--- src/design/tsc_pkg.sv ---
// shared types and constants for the taylor sine/cosine core
// fixed-point widths, saturation bounds and the reciprocal table
// no dependencies
package tsc_pkg;

   localparam int FRAC_BITS = 28;

   localparam int ANGLE_W   = 31;
   localparam int REF_W     = 30;
   localparam int TOL_W     = 29;
   localparam int OUT_W     = 31;
   localparam int TERMS_W   = 5;
   localparam int MAG_W     = 34;
   localparam int TERM_W    = MAG_W + 1;
   localparam int SUM_W     = MAG_W + 2;
   localparam int DIFF_W    = SUM_W + 1;
   localparam int IDX_W     = 6;
   localparam int PROD_W    = 2 * MAG_W;

   typedef logic signed [ANGLE_W-1:0] angle_type;
   typedef logic signed [REF_W-1:0]   ref_type;
   typedef logic        [TOL_W-1:0]   tol_type;
   typedef logic signed [OUT_W-1:0]   out_type;
   typedef logic        [TERMS_W-1:0] terms_type;
   typedef logic        [MAG_W-1:0]   mag_type;
   typedef logic signed [TERM_W-1:0]  term_type;
   typedef logic signed [SUM_W-1:0]   sum_type;
   typedef logic signed [DIFF_W-1:0]  diff_type;
   typedef logic        [IDX_W-1:0]   idx_type;

   localparam logic SEL_SINE   = 1'b0;
   localparam logic SEL_COSINE = 1'b1;

   localparam tol_type TOL_RESET = TOL_W'(256);

   localparam longint unsigned FRAC_ONE  = 64'd1 << FRAC_BITS;
   localparam longint unsigned FRAC_HALF = FRAC_ONE >> 1;

   localparam sum_type OUT_HI = SUM_W'((longint'(1) << (OUT_W - 1)) - 1);
   localparam sum_type OUT_LO = SUM_W'(-(longint'(1) << (OUT_W - 1)));

   // round(2^F / ((i+1)(i+2))) for i = 0 .. 63
   localparam int RECIP_DEPTH = 64;
   localparam longint unsigned RECIP_TABLE [RECIP_DEPTH] = '{
      (FRAC_ONE + 1) / 2,       (FRAC_ONE + 3) / 6,       (FRAC_ONE + 6) / 12,
      (FRAC_ONE + 10) / 20,     (FRAC_ONE + 15) / 30,     (FRAC_ONE + 21) / 42,
      (FRAC_ONE + 28) / 56,     (FRAC_ONE + 36) / 72,     (FRAC_ONE + 45) / 90,
      (FRAC_ONE + 55) / 110,    (FRAC_ONE + 66) / 132,    (FRAC_ONE + 78) / 156,
      (FRAC_ONE + 91) / 182,    (FRAC_ONE + 105) / 210,   (FRAC_ONE + 120) / 240,
      (FRAC_ONE + 136) / 272,   (FRAC_ONE + 153) / 306,   (FRAC_ONE + 171) / 342,
      (FRAC_ONE + 190) / 380,   (FRAC_ONE + 210) / 420,   (FRAC_ONE + 231) / 462,
      (FRAC_ONE + 253) / 506,   (FRAC_ONE + 276) / 552,   (FRAC_ONE + 300) / 600,
      (FRAC_ONE + 325) / 650,   (FRAC_ONE + 351) / 702,   (FRAC_ONE + 378) / 756,
      (FRAC_ONE + 406) / 812,   (FRAC_ONE + 435) / 870,   (FRAC_ONE + 465) / 930,
      (FRAC_ONE + 496) / 992,   (FRAC_ONE + 528) / 1056,  (FRAC_ONE + 561) / 1122,
      (FRAC_ONE + 595) / 1190,  (FRAC_ONE + 630) / 1260,  (FRAC_ONE + 666) / 1332,
      (FRAC_ONE + 703) / 1406,  (FRAC_ONE + 741) / 1482,  (FRAC_ONE + 780) / 1560,
      (FRAC_ONE + 820) / 1640,  (FRAC_ONE + 861) / 1722,  (FRAC_ONE + 903) / 1806,
      (FRAC_ONE + 946) / 1892,  (FRAC_ONE + 990) / 1980,  (FRAC_ONE + 1035) / 2070,
      (FRAC_ONE + 1081) / 2162, (FRAC_ONE + 1128) / 2256, (FRAC_ONE + 1176) / 2352,
      (FRAC_ONE + 1225) / 2450, (FRAC_ONE + 1275) / 2550, (FRAC_ONE + 1326) / 2652,
      (FRAC_ONE + 1378) / 2756, (FRAC_ONE + 1431) / 2862, (FRAC_ONE + 1485) / 2970,
      (FRAC_ONE + 1540) / 3080, (FRAC_ONE + 1596) / 3192, (FRAC_ONE + 1653) / 3306,
      (FRAC_ONE + 1711) / 3422, (FRAC_ONE + 1770) / 3540, (FRAC_ONE + 1830) / 3660,
      (FRAC_ONE + 1891) / 3782, (FRAC_ONE + 1953) / 3906, (FRAC_ONE + 2016) / 4032,
      (FRAC_ONE + 2080) / 4160
   };

endpackage

--- src/design/tsc_channels.sv ---
// request and response channel interfaces for the taylor sine/cosine core
// depends on tsc_pkg
interface tsc_req_if;
   import tsc_pkg::*;
   logic      valid;
   logic      ready;
   logic      req_type;
   angle_type angle;
   ref_type   reference;
   modport source (output valid, req_type, angle, reference, input ready);
   modport sink (input valid, req_type, angle, reference, output ready);
endinterface

interface tsc_rsp_if;
   import tsc_pkg::*;
   logic      valid;
   logic      ready;
   out_type   approx_value;
   terms_type terms_used;
   logic      limit_hit;
   modport source (output valid, approx_value, terms_used, limit_hit, input ready);
   modport sink (input valid, approx_value, terms_used, limit_hit, output ready);
endinterface

--- src/design/tsc_qmul.sv ---
// shared fixed-point magnitude multiplier: round(a * b / 2^F), half up on magnitudes
// depends on tsc_pkg
module tsc_qmul (
   input  tsc_pkg::mag_type a,
   input  tsc_pkg::mag_type b,
   output tsc_pkg::mag_type prod_q
);
   import tsc_pkg::*;

   logic [PROD_W-1:0] full;
   logic [PROD_W-1:0] rounded;

   assign full    = PROD_W'(a) * PROD_W'(b);
   assign rounded = full + PROD_W'(FRAC_HALF);
   assign prod_q  = rounded[FRAC_BITS +: MAG_W];

endmodule

--- src/design/taylor_sin_cos_until_tolerance_core.sv ---
// taylor sine/cosine core: one transaction summed term by term on a shared multiplier
// a new request is accepted only in idle, once the previous transaction has finished;
// each series term runs an add / check / term-update step on the single multiplier, and
// a finishing check step stalls while the previous response is still unaccepted
// synchronous active-high reset clears control state and sets tolerance to 256
// depends on tsc_pkg, tsc_channels, tsc_qmul
module taylor_sin_cos_until_tolerance_core #(
   parameter int MAX_TERMS = 16
) (
   input  logic             clock,
   input  logic             reset,
   tsc_req_if.sink          req_chan,
   tsc_rsp_if.source        rsp_chan,
   input  logic             csr_wr_en,
   input  tsc_pkg::tol_type csr_wr_data
);
   import tsc_pkg::*;

   localparam int CNT_W = $clog2(MAX_TERMS + 1);

   localparam logic [2:0] ST_IDLE = 3'd0;
   localparam logic [2:0] ST_SQ   = 3'd1;
   localparam logic [2:0] ST_ADD  = 3'd2;
   localparam logic [2:0] ST_CHK  = 3'd3;
   localparam logic [2:0] ST_TRM  = 3'd4;

   logic [2:0]       state_ff, state_in;
   tol_type          tol_ff;
   angle_type        angle_ff, angle_in;
   ref_type          ref_ff, ref_in;
   mag_type          x2_ff, x2_in;
   mag_type          factor_ff, factor_in;
   term_type         term_ff, term_in;
   sum_type          sum_ff, sum_in;
   logic [CNT_W-1:0] cnt_ff, cnt_in;
   idx_type          idx_ff, idx_in;
   logic             rsp_valid_ff, rsp_valid_in;
   out_type          approx_ff, approx_in;
   terms_type        terms_ff, terms_in;
   logic             limit_ff, limit_in;

   logic [ANGLE_W-1:0] x_mag;
   logic [TERM_W-1:0]  term_mag;
   diff_type           diff;
   logic [DIFF_W-1:0]  diff_mag;
   logic               within_tol;
   logic               at_limit;
   logic               rsp_free;
   mag_type            mul_a, mul_b, mul_q;
   sum_type            sum_sat;

   assign x_mag      = angle_ff[ANGLE_W-1] ? (~angle_ff + 1'b1) : angle_ff;
   assign term_mag   = term_ff[TERM_W-1] ? (~term_ff + 1'b1) : term_ff;
   assign diff       = DIFF_W'(ref_ff) - DIFF_W'(sum_ff);
   assign diff_mag   = diff[DIFF_W-1] ? (~diff + 1'b1) : diff;
   assign within_tol = diff_mag <= DIFF_W'(tol_ff);
   assign at_limit   = cnt_ff >= CNT_W'(MAX_TERMS);
   assign rsp_free   = !rsp_valid_ff || rsp_chan.ready;
   assign sum_sat    = (sum_ff > OUT_HI) ? OUT_HI : ((sum_ff < OUT_LO) ? OUT_LO : sum_ff);

   // operand select for the shared multiplier
   always_comb begin
      case (state_ff)
         ST_SQ: begin
            mul_a = MAG_W'(x_mag);
            mul_b = MAG_W'(x_mag);
         end
         ST_CHK: begin
            mul_a = x2_ff;
            mul_b = MAG_W'(RECIP_TABLE[idx_ff]);
         end
         default: begin
            mul_a = MAG_W'(term_mag);
            mul_b = factor_ff;
         end
      endcase
   end

   tsc_qmul u_qmul (
      .a      (mul_a),
      .b      (mul_b),
      .prod_q (mul_q)
   );

   always_comb begin
      state_in     = state_ff;
      angle_in     = angle_ff;
      ref_in       = ref_ff;
      x2_in        = x2_ff;
      factor_in    = factor_ff;
      term_in      = term_ff;
      sum_in       = sum_ff;
      cnt_in       = cnt_ff;
      idx_in       = idx_ff;
      approx_in    = approx_ff;
      terms_in     = terms_ff;
      limit_in     = limit_ff;
      rsp_valid_in = rsp_valid_ff && !rsp_chan.ready;
      case (state_ff)
         ST_IDLE: begin
            if (req_chan.valid) begin
               angle_in = req_chan.angle;
               ref_in   = req_chan.reference;
               sum_in   = '0;
               cnt_in   = '0;
               if (req_chan.req_type == SEL_COSINE) begin
                  term_in = TERM_W'(FRAC_ONE);
                  idx_in  = IDX_W'(0);
               end else begin
                  term_in = TERM_W'(req_chan.angle);
                  idx_in  = IDX_W'(1);
               end
               state_in = ST_SQ;
            end
         end
         ST_SQ: begin
            x2_in    = mul_q;
            state_in = ST_ADD;
         end
         ST_ADD: begin
            sum_in   = sum_ff + SUM_W'(term_ff);
            cnt_in   = cnt_ff + 1'b1;
            state_in = ST_CHK;
         end
         ST_CHK: begin
            factor_in = mul_q;
            if (within_tol || at_limit) begin
               if (rsp_free) begin
                  approx_in    = OUT_W'(sum_sat);
                  terms_in     = TERMS_W'(cnt_ff);
                  limit_in     = !within_tol;
                  rsp_valid_in = 1'b1;
                  state_in     = ST_IDLE;
               end
            end else begin
               state_in = ST_TRM;
            end
         end
         ST_TRM: begin
            // next term takes the opposite sign of the current one
            term_in  = term_ff[TERM_W-1] ? TERM_W'(mul_q) : -TERM_W'(mul_q);
            idx_in   = idx_ff + IDX_W'(2);
            state_in = ST_ADD;
         end
         default: begin
            state_in = ST_IDLE;
         end
      endcase
   end

   always_ff @(posedge clock) begin
      if (reset) begin
         state_ff     <= ST_IDLE;
         rsp_valid_ff <= 1'b0;
         tol_ff       <= TOL_RESET;
      end else begin
         state_ff     <= state_in;
         rsp_valid_ff <= rsp_valid_in;
         if (csr_wr_en) begin
            tol_ff <= csr_wr_data;
         end
      end
   end

   always_ff @(posedge clock) begin
      angle_ff  <= angle_in;
      ref_ff    <= ref_in;
      x2_ff     <= x2_in;
      factor_ff <= factor_in;
      term_ff   <= term_in;
      sum_ff    <= sum_in;
      cnt_ff    <= cnt_in;
      idx_ff    <= idx_in;
      approx_ff <= approx_in;
      terms_ff  <= terms_in;
      limit_ff  <= limit_in;
   end

   assign req_chan.ready        = (state_ff == ST_IDLE);
   assign rsp_chan.valid        = rsp_valid_ff;
   assign rsp_chan.approx_value = approx_ff;
   assign rsp_chan.terms_used   = terms_ff;
   assign rsp_chan.limit_hit    = limit_ff;

endmodule
--- src/flat_wrapper.sv ---
// flat-port wrapper written by rule: the top's interface ports become plain ports
module taylor_sin_cos_until_tolerance_core_flat import tsc_pkg::*;
#(
   parameter int MAX_TERMS = 16
)
  (clock, reset, csr_wr_en, csr_wr_data, req_chan_valid, req_chan_req_type, req_chan_angle, req_chan_reference, req_chan_ready, rsp_chan_valid, rsp_chan_approx_value, rsp_chan_terms_used, rsp_chan_limit_hit, rsp_chan_ready);
  tsc_req_if req_chan_i ();
  tsc_rsp_if rsp_chan_i ();
  input  logic clock;
  input  logic reset;
  input  logic csr_wr_en;
  input  tsc_pkg::tol_type csr_wr_data;
  input wire logic [$bits(req_chan_i.valid)-1:0] req_chan_valid;
  input wire logic [$bits(req_chan_i.req_type)-1:0] req_chan_req_type;
  input wire logic [$bits(req_chan_i.angle)-1:0] req_chan_angle;
  input wire logic [$bits(req_chan_i.reference)-1:0] req_chan_reference;
  output wire logic [$bits(req_chan_i.ready)-1:0] req_chan_ready;
  output wire logic [$bits(rsp_chan_i.valid)-1:0] rsp_chan_valid;
  output wire logic [$bits(rsp_chan_i.approx_value)-1:0] rsp_chan_approx_value;
  output wire logic [$bits(rsp_chan_i.terms_used)-1:0] rsp_chan_terms_used;
  output wire logic [$bits(rsp_chan_i.limit_hit)-1:0] rsp_chan_limit_hit;
  input wire logic [$bits(rsp_chan_i.ready)-1:0] rsp_chan_ready;
  assign req_chan_i.valid = req_chan_valid;
  assign req_chan_i.req_type = req_chan_req_type;
  assign req_chan_i.angle = req_chan_angle;
  assign req_chan_i.reference = req_chan_reference;
  assign req_chan_ready = req_chan_i.ready;
  assign rsp_chan_valid = rsp_chan_i.valid;
  assign rsp_chan_approx_value = rsp_chan_i.approx_value;
  assign rsp_chan_terms_used = rsp_chan_i.terms_used;
  assign rsp_chan_limit_hit = rsp_chan_i.limit_hit;
  assign rsp_chan_i.ready = rsp_chan_ready;
  taylor_sin_cos_until_tolerance_core #(.MAX_TERMS(MAX_TERMS)) u_core (.clock(clock), .reset(reset), .req_chan(req_chan_i), .rsp_chan(rsp_chan_i), .csr_wr_en(csr_wr_en), .csr_wr_data(csr_wr_data));
endmodule
--- config.mk ---
export PLATFORM = sky130hd
export DESIGN_NAME = taylor_sin_cos_until_tolerance_core_flat
export DESIGN_NICKNAME = d
export VERILOG_FILES = /design/src/design/tsc_pkg.sv /design/src/design/tsc_channels.sv /design/src/design/tsc_qmul.sv /design/src/design/taylor_sin_cos_until_tolerance_core.sv /design/src/flat_wrapper.sv
export SDC_FILE = /design/constraint.sdc
export NUM_CORES = 2
export LEC_CHECK = 0
export BUFFER_PORTS_ARGS = -buffer_cell sky130_fd_sc_hd__buf_2
export CORE_ASPECT_RATIO = 0.8
export CORE_UTILIZATION = 35
export DETAILED_ROUTE_END_ITERATION = 10
export GPL_TIMING_DRIVEN = 0
export PLACE_DENSITY_LB_ADDON = 0.15
export SLEW_MARGIN = 20
export SYNTH_ARGS = -nofsm -noshare
export SYNTH_HDL_FRONTEND = slang
export SYNTH_SLANG_ARGS = --single-unit
--- constraint.sdc ---
create_clock -name clock -period 29.9 [get_ports clock]
set_input_delay 5.98 -clock clock [delete_from_list [all_inputs] [get_ports clock]]
set_output_delay 5.98 -clock clock [all_outputs]
set_load 0.02 [all_outputs]
### Yosys cells after proc, flatten, opt, wreduce, memory -nomap -nowiden

Memories as Yosys holds them, arrays and structs flattened.
Index checks and enable logic that the tools add are counted.

| word-level totals | value |
|---|---|
| bits of input ports | 96 |
| flip-flop bits (word level) | 281 |
| memories | 1 |
| bits in read-only memories | 4096 |

Memory list:

| name | words | bits a word | rd ports | clocked after Yosys merged registers in | wr ports | RTL line | text |
|---|---|---|---|---|---|---|---|
| (name not given) | 64 | 64 | 1 | 0 | 0 | taylor_sin_cos_until_tolerance_core.sv:70 | `mul_b = MAG_W'(RECIP_TABLE[idx_ff]);` |

| operators by class | value |
|---|---|
| reduce and logical (&&, ||, !) cells | 15 |
| multiply operators | 1 |
| add/subtract/negate cells | 9 |
| order comparisons | 5 |
| equal/unequal tests | 6 |
| bitwise gates (word level) | 4 |
| multiplexer cells | 26 |

Operator list:

| operator | number |
|---|---|
| $pmux W34 S2 | 2 |
| $mux W35 | 3 |
| $mux W34 | 3 |
| $pmux W36 S2 | 1 |
| $pmux W35 S2 | 1 |
| $add A62 B28 Y62 const B | 1 |
| $mul A34 B34 Y62 | 1 |
| $mux W31 | 2 |
| $add A37 B1 Y37 const B | 1 |
| $le A37 B29 Y1 | 1 |
| $mux W37 | 1 |
| $not A37 Y37 | 1 |
| $sub A30 B36 Y37 | 1 |
| $add A36 B35 Y36 | 1 |
| $gt A36 B31 Y1 const B | 1 |
| $lt A36 B31 Y1 const B | 1 |
| $mux W36 | 1 |
| $neg A34 Y35 | 1 |
| $add A34 B1 Y34 const B | 1 |
| $not A34 Y34 | 1 |
| $add A31 B1 Y31 const B | 1 |
| $not A31 Y31 | 1 |
| $pmux W3 S4 | 1 |
| $pmux W6 S2 | 1 |
| other kinds (23) | 36 |

### Logic depth before layout (Yosys ltp)

| depth | value |
|---|---|
| depth in word-level cells | 10 |
| gate-level depth with buffers | 45 |

### Modules after synthesis

From an unflattened synthesis, not the netlist that was laid out.

| second synthesis, totals | value |
|---|---|
| cell total of the unflattened synthesis | 6199 |
| area total of the unflattened synthesis | 56246.4 um2 |

Modules (own cells, without submodules):

| module | seq. area each (um2) | cells each | area each (um2) | instances |
|---|---|---|---|---|
| tsc_qmul | 0.0 | 3921 | 35590.4 | 1 |
| taylor_sin_cos_until_tolerance_core | 8107.8 | 2278 | 20656.1 | 1 |

### Least setup slack after synthesis

OpenSTA, ideal clock, no wires.

| path | value |
|---|---|
| path type | reg2reg |
| start | reg u_core.angle_ff[2] |
| end | reg u_core.term_ff[33], data pin |
| path buffers | 1 |
| arrival | 11360 ps |
| stages on the path, launching flop included | 39 |
| library setup time | 265 ps |
| required time | 29635 ps |
| period minus slack after synthesis | 11625 ps |
| path slack | 18275 ps |
| cell sequence | edfxtp_1 > or4_1 > nor3_1 > nand3_1 > or4_1 > o41ai_1 > xor2_1 > o21ai_0 > a21oi_1 > a21oi_1 > clkbuf_1 > nand2_1 > fa_1 > inv_1 > fa_1 > inv_1 > fa_1 > fa_1 > [... 3 more ...] > fa_1 > inv_1 > fa_1 > inv_1 > ha_1 > inv_1 > or3_1 > or3_1 > a2111oi_0 > a32o_1 > o21ai_1 > xnor2_1 > a211oi_1 > or4b_2 > nor4_2 > a41oi_1 > xnor2_1 > o21ai_1 |

| on the way | value |
|---|---|
| cells in the longest elaborated chain, start to end | 9 |

Ends and longest elaborated chain:

| element | RTL line | text |
|---|---|---|
| start: declaration | taylor_sin_cos_until_tolerance_core.sv:29 | `angle_type angle_ff, angle_in;` |
| start signal: assignment | taylor_sin_cos_until_tolerance_core.sv:166 | `angle_ff <= angle_in;` |
| $not A31 Y31 | taylor_sin_cos_until_tolerance_core.sv:52 | `assign x_mag = angle_ff[ANGLE_W-1] ? (~angle_ff + 1'b1) : angle_ff;` |
| $add A31 B1 Y31 | taylor_sin_cos_until_tolerance_core.sv:52 |  |
| $mux W31 * | taylor_sin_cos_until_tolerance_core.sv:52 |  |
| $pmux W34 S2 | taylor_sin_cos_until_tolerance_core.sv:63 | `case (state_ff)` |
| $mul A34 B34 Y62 * | tsc_qmul.sv:13 | `assign full = PROD_W'(a) * PROD_W'(b);` |
| $add A62 B28 Y62 * | tsc_qmul.sv:14 | `assign rounded = full + PROD_W'(FRAC_HALF);` |
| named net u_core.mul_q[17] | taylor_sin_cos_until_tolerance_core.sv:49 | `mag_type mul_a, mul_b, mul_q;` |
| $neg A34 Y35 * | taylor_sin_cos_until_tolerance_core.sv:141 | `term_in = term_ff[TERM_W-1] ? TERM_W'(mul_q) : -TERM_W'(mul_q);` |
| $mux W35 * | taylor_sin_cos_until_tolerance_core.sv:141 |  |
| $pmux W35 S2 * | taylor_sin_cos_until_tolerance_core.sv:99 | `case (state_ff)` |
| named net u_core.term_in[33] | taylor_sin_cos_until_tolerance_core.sv:33 | `term_type term_ff, term_in;` |
| end signal: assignment | taylor_sin_cos_until_tolerance_core.sv:170 | `term_ff <= term_in;` |
| end: declaration | taylor_sin_cos_until_tolerance_core.sv:33 |  |

Mark *: on every way through the listed nets, which the timed path passes. The rest lies on a longest branch.
A chain may end at the register's enable or synchronous reset.

### Worst setup path in the final report

| path | value |
|---|---|
| start | reg u_core.idx_ff[2] |
| end | reg u_core.term_ff[33], data pin |

| on the way | value |
|---|---|
| cells in the longest elaborated chain, start to end | 10 |

Ends and longest elaborated chain:

| element | RTL line | text |
|---|---|---|
| start: declaration | taylor_sin_cos_until_tolerance_core.sv:36 | `idx_type idx_ff, idx_in;` |
| start signal: assignment | taylor_sin_cos_until_tolerance_core.sv:173 | `idx_ff <= idx_in;` |
| $not A6 Y7 (implied by the code) | taylor_sin_cos_until_tolerance_core.sv:70 |  |
| $mem_v2 Z64 W64 | -- |  |
| $mux W34 (implied by the code) (2 in series) | taylor_sin_cos_until_tolerance_core.sv:70 |  |
| $pmux W34 S2 | taylor_sin_cos_until_tolerance_core.sv:63 |  |
| $mul A34 B34 Y62 | tsc_qmul.sv:13 |  |
| $add A62 B28 Y62 | tsc_qmul.sv:14 |  |
| named net u_core.mul_q[18] | taylor_sin_cos_until_tolerance_core.sv:49 |  |
| $neg A34 Y35 | taylor_sin_cos_until_tolerance_core.sv:141 |  |
| $mux W35 | taylor_sin_cos_until_tolerance_core.sv:141 |  |
| $pmux W35 S2 | taylor_sin_cos_until_tolerance_core.sv:99 |  |
| named net u_core.term_in[33] | taylor_sin_cos_until_tolerance_core.sv:33 |  |

The timed path passes the listed nets, and every way through them passes these cells. The select of a mux whose other input is x is not followed.

==> results.py <==
metrics = {
    "sta": {
        "max_freq_mhz": 60.5,
        "period_share_pct": 55.3,
        "finalClockSkew_ns": 0.0364,
        "setup_ws_ns": 13.38,
        "relSlewSlack_pct": 13.9,
        "setup-tns-final_ns": 0,
        "hold_viol": 0,
        "fin_crit_ns": 16.52,
        "rsz0062_at_grt": "no",
        "tightestPinTransition_ns": 1.29,
        "maxSlewViolCount": 0,
        "setup_viol": 0,
    },
    "synthesis": {
        "synth_ff_type": "edfxtp_1",
        "synth_top_cell_by_area": "fa_1",
        "yosys-top-cells-area": "fa_1, edfxtp_1, ha_1",
        "synth-edff-count": 248,
        "syn-cell-area_sq_mm": 0.0566,
        "ys_ff_latch": 281,
        "syn_nets": 7974,
        "syn_avg_cell_area_sq_um": 8.73,
        "yosysSeqAreaShare_pct": 14.3,
        "synth.top_cell.area_share_pct": 35.8,
        "syn_inst": 6478,
        "async_flop_share_pct": 0,
        "synth_warnings": 0,
        "yosysMostFrequentCell": "inv_1",
        "synthTopCellsByCount": "inv_1, fa_1, nor2_1, nand2_1, ha_1",
        "synth_cell_types": 107,
    },
    "critical_path": {
        "worstSetupEndpointType": "flop",
        "slowest_delay_ns": 1.08,
        "cpMostUsedCell": "fa_1",
        "cp.arrival_ns": 16.83,
        "r2r_slack_ns": 13.38,
        "slowest_stage": "a21oi_1",
        "startpoint_type": "flop",
        "reg2reg_from": "u_core.idx_ff[2]",
        "critPathRequiredTime_ns": 30.21,
        "r2r_cells": 40,
        "r2r_end": "u_core.term_ff[33]",
        "crit_fanout": 10,
        "path_class": "reg -> reg",
    },
    "drt": {
        "vias": 48900,
        "drt-met1-wl_mm": 115,
        "wl_mm": 250,
        "drc": 0,
        "highest_layer": "met5",
        "wl_per_cell_um": 28.3,
        "avgViaCountPerCell": 5.54,
        "ant_nets": 0,
        "wl_met2_mm": 95.7,
        "route.met3.wl_mm": 31.5,
        "drt_iter0_markers": 5740,
        "first_pass_iters": 6,
    },
    "clock_network": {
        "cts_resized": 0,
        "numClockSinks": 281,
        "cts_root_buf": "clkbuf_16",
        "clk_latency_ns": 0.62,
        "clk_path_buf_depth": 3,
        "numCtsBuffers": 28,
        "h-tree-depth": 1,
        "hold_buffers": 0,
        "path_clk_slew_ns": 0.07,
        "cts_setup_buffers": 0,
        "cts_tree": "built",
    },
    "worst_hold_path": {
        "hold_end": "u_core.tol_ff[22]",
        "hold_depth": 2,
        "hp-start": "u_core.tol_ff[22]",
        "hp-class": "reg -> reg",
    },
    "placement": {
        "dp.cells": 8766,
        "dpl_cell_area_sq_mm": 0.0604,
        "place.gp.congestion": 1.04,
        "port_buffers": 133,
        "post-place-ws_ns": 13.95,
        "dp_hpwl_mm": 209,
    },
    "grt": {
        "grt_pass1_wl_mm": 355,
        "grt_pass1_vias": 47700,
        "grt-ovfl-total": 0,
        "antenna_found_initial": 31,
        "grtUsageTotal_pct": 30.4,
        "grt_max_degree": 45,
    },
    "floorplan": {
        "die_area_sq_mm": 0.163,
        "die_height_um": 362,
        "num_rows": 131,
        "io_pins": 135,
        "initial_core_util_pct": 35.4,
        "coreArea_sq_mm": 0.160,
        "die-width_um": 451,
    },
    "cells_and_area": {
        "stdcell_count": 8825,
        "fin_area_sq_mm": 0.0614,
        "nNetsFinal": 8164,
        "area_delta_synth_final_pct": 8.53,
        "drive_gt1_share_pct": 5.31,
    },
    "job": {
        "cap_viol_max_count": 0,
    },
    "status": {
        "status": "finished clean",
    },
}
## registers in the layout, summed over array words and instances (netlist names)
| register | flops |
|---|---|
| u_core.rsp_chan.valid | 1 |
| u_core.angle_ff | 31 |
| u_core.rsp_chan.approx_value | 31 |
| u_core.ref_ff | 30 |
| u_core.factor_ff | 34 |
| u_core.x2_ff | 34 |
| u_core.rsp_chan.limit_hit | 1 |
| u_core.rsp_chan.terms_used | 5 |
| u_core.tol_ff | 29 |
| u_core.term_ff | 35 |
| u_core.cnt_ff | 5 |
| u_core.sum_ff | 36 |
| u_core.idx_ff | 6 |
| u_core.state_ff | 3 |
## worst max-delay path: cells and delay by family (launching register included)
family                     cells  cell delay, ns
AOI/OAI and AO/OA              9            3.43
xor gates and xnor gates       2            0.50
adders and majority gates      9            4.56
buffers and inverters         11            3.39
DFF                            1            0.55
and+or+nand+nor                9            3.72
## metrics by stage
step / hold slack [ns] / utilization, %
2_1_floorplan: 0.455 / -
3_3_place_gp: 0.478 / 37.4
3_5_place_dp: 0.486 / 37.8
4_1_cts: 0.502 / 38.4
5_1_grt: 0.524 / 38.4
6_report: 0.499 / 38.4
## area by class of cell
class	count	area (sq um)
repair buffers	160	993
inverters	1296	4870
diodes	7	17.5
clock buffers	30	708
well taps	2128	2660
flip-flops and latches	281	8110
clock inverters	22	221
fillers	16700	98600
multi-input cells	4579	42500
plain buffers	322	1270
## cells by family after synthesis
| kind of cell | after synthesis | synth area share [%] |
|---|---|---|
| simple gates | 1995 | 15.5 |
| buf+inv | 1618 | 10.8 |
| fa+ha+maj | 1400 | 44.4 |
| compound gates | 924 | 10.8 |
| flops | 281 | 14.3 |
| xor+xnor | 214 | 3.31 |
| mux | 46 | 0.874 |
## how the worst max path moves through the flow
stage,from,end,cells past startpoint
after floorplan,u_core.angle_ff[2],u_core.term_ff[33],38
after global placement,u_core.idx_ff[3],u_core.term_ff[33],37
after detailed placement,u_core.idx_ff[2],u_core.term_ff[33],39
after CTS,u_core.idx_ff[3],u_core.term_ff[33],38
after global routing,u_core.idx_ff[2],u_core.term_ff[33],39
final,u_core.idx_ff[2],u_core.term_ff[33],40
## per-layer routing
metal,vias to the layer above,GRT usage (%)
met5,-,0
met4,14,7.85
met3,364,9.34
met2,2726,40.6
met1,25000,46.5
li1,20800,-
## cells in the final DEF (no fill, tap or decap), drive strengths merged, types with 38 or more instances in the layout
cell,instances
buf,198
a21o,91
o21ai,212
clkbuf,312
xnor2,126
nand3,67
nand2,639
a21oi,219
o21a,73
nor3,53
nor2,853
fa,1012
or2,38
nand2b,96
xor2,88
and2,45
o31ai,43
ha,388
edfxtp,248
inv,1292
Power is not shown: default switching activity piles up to over one toggle a cycle in this logic, so the estimate is an artifact.
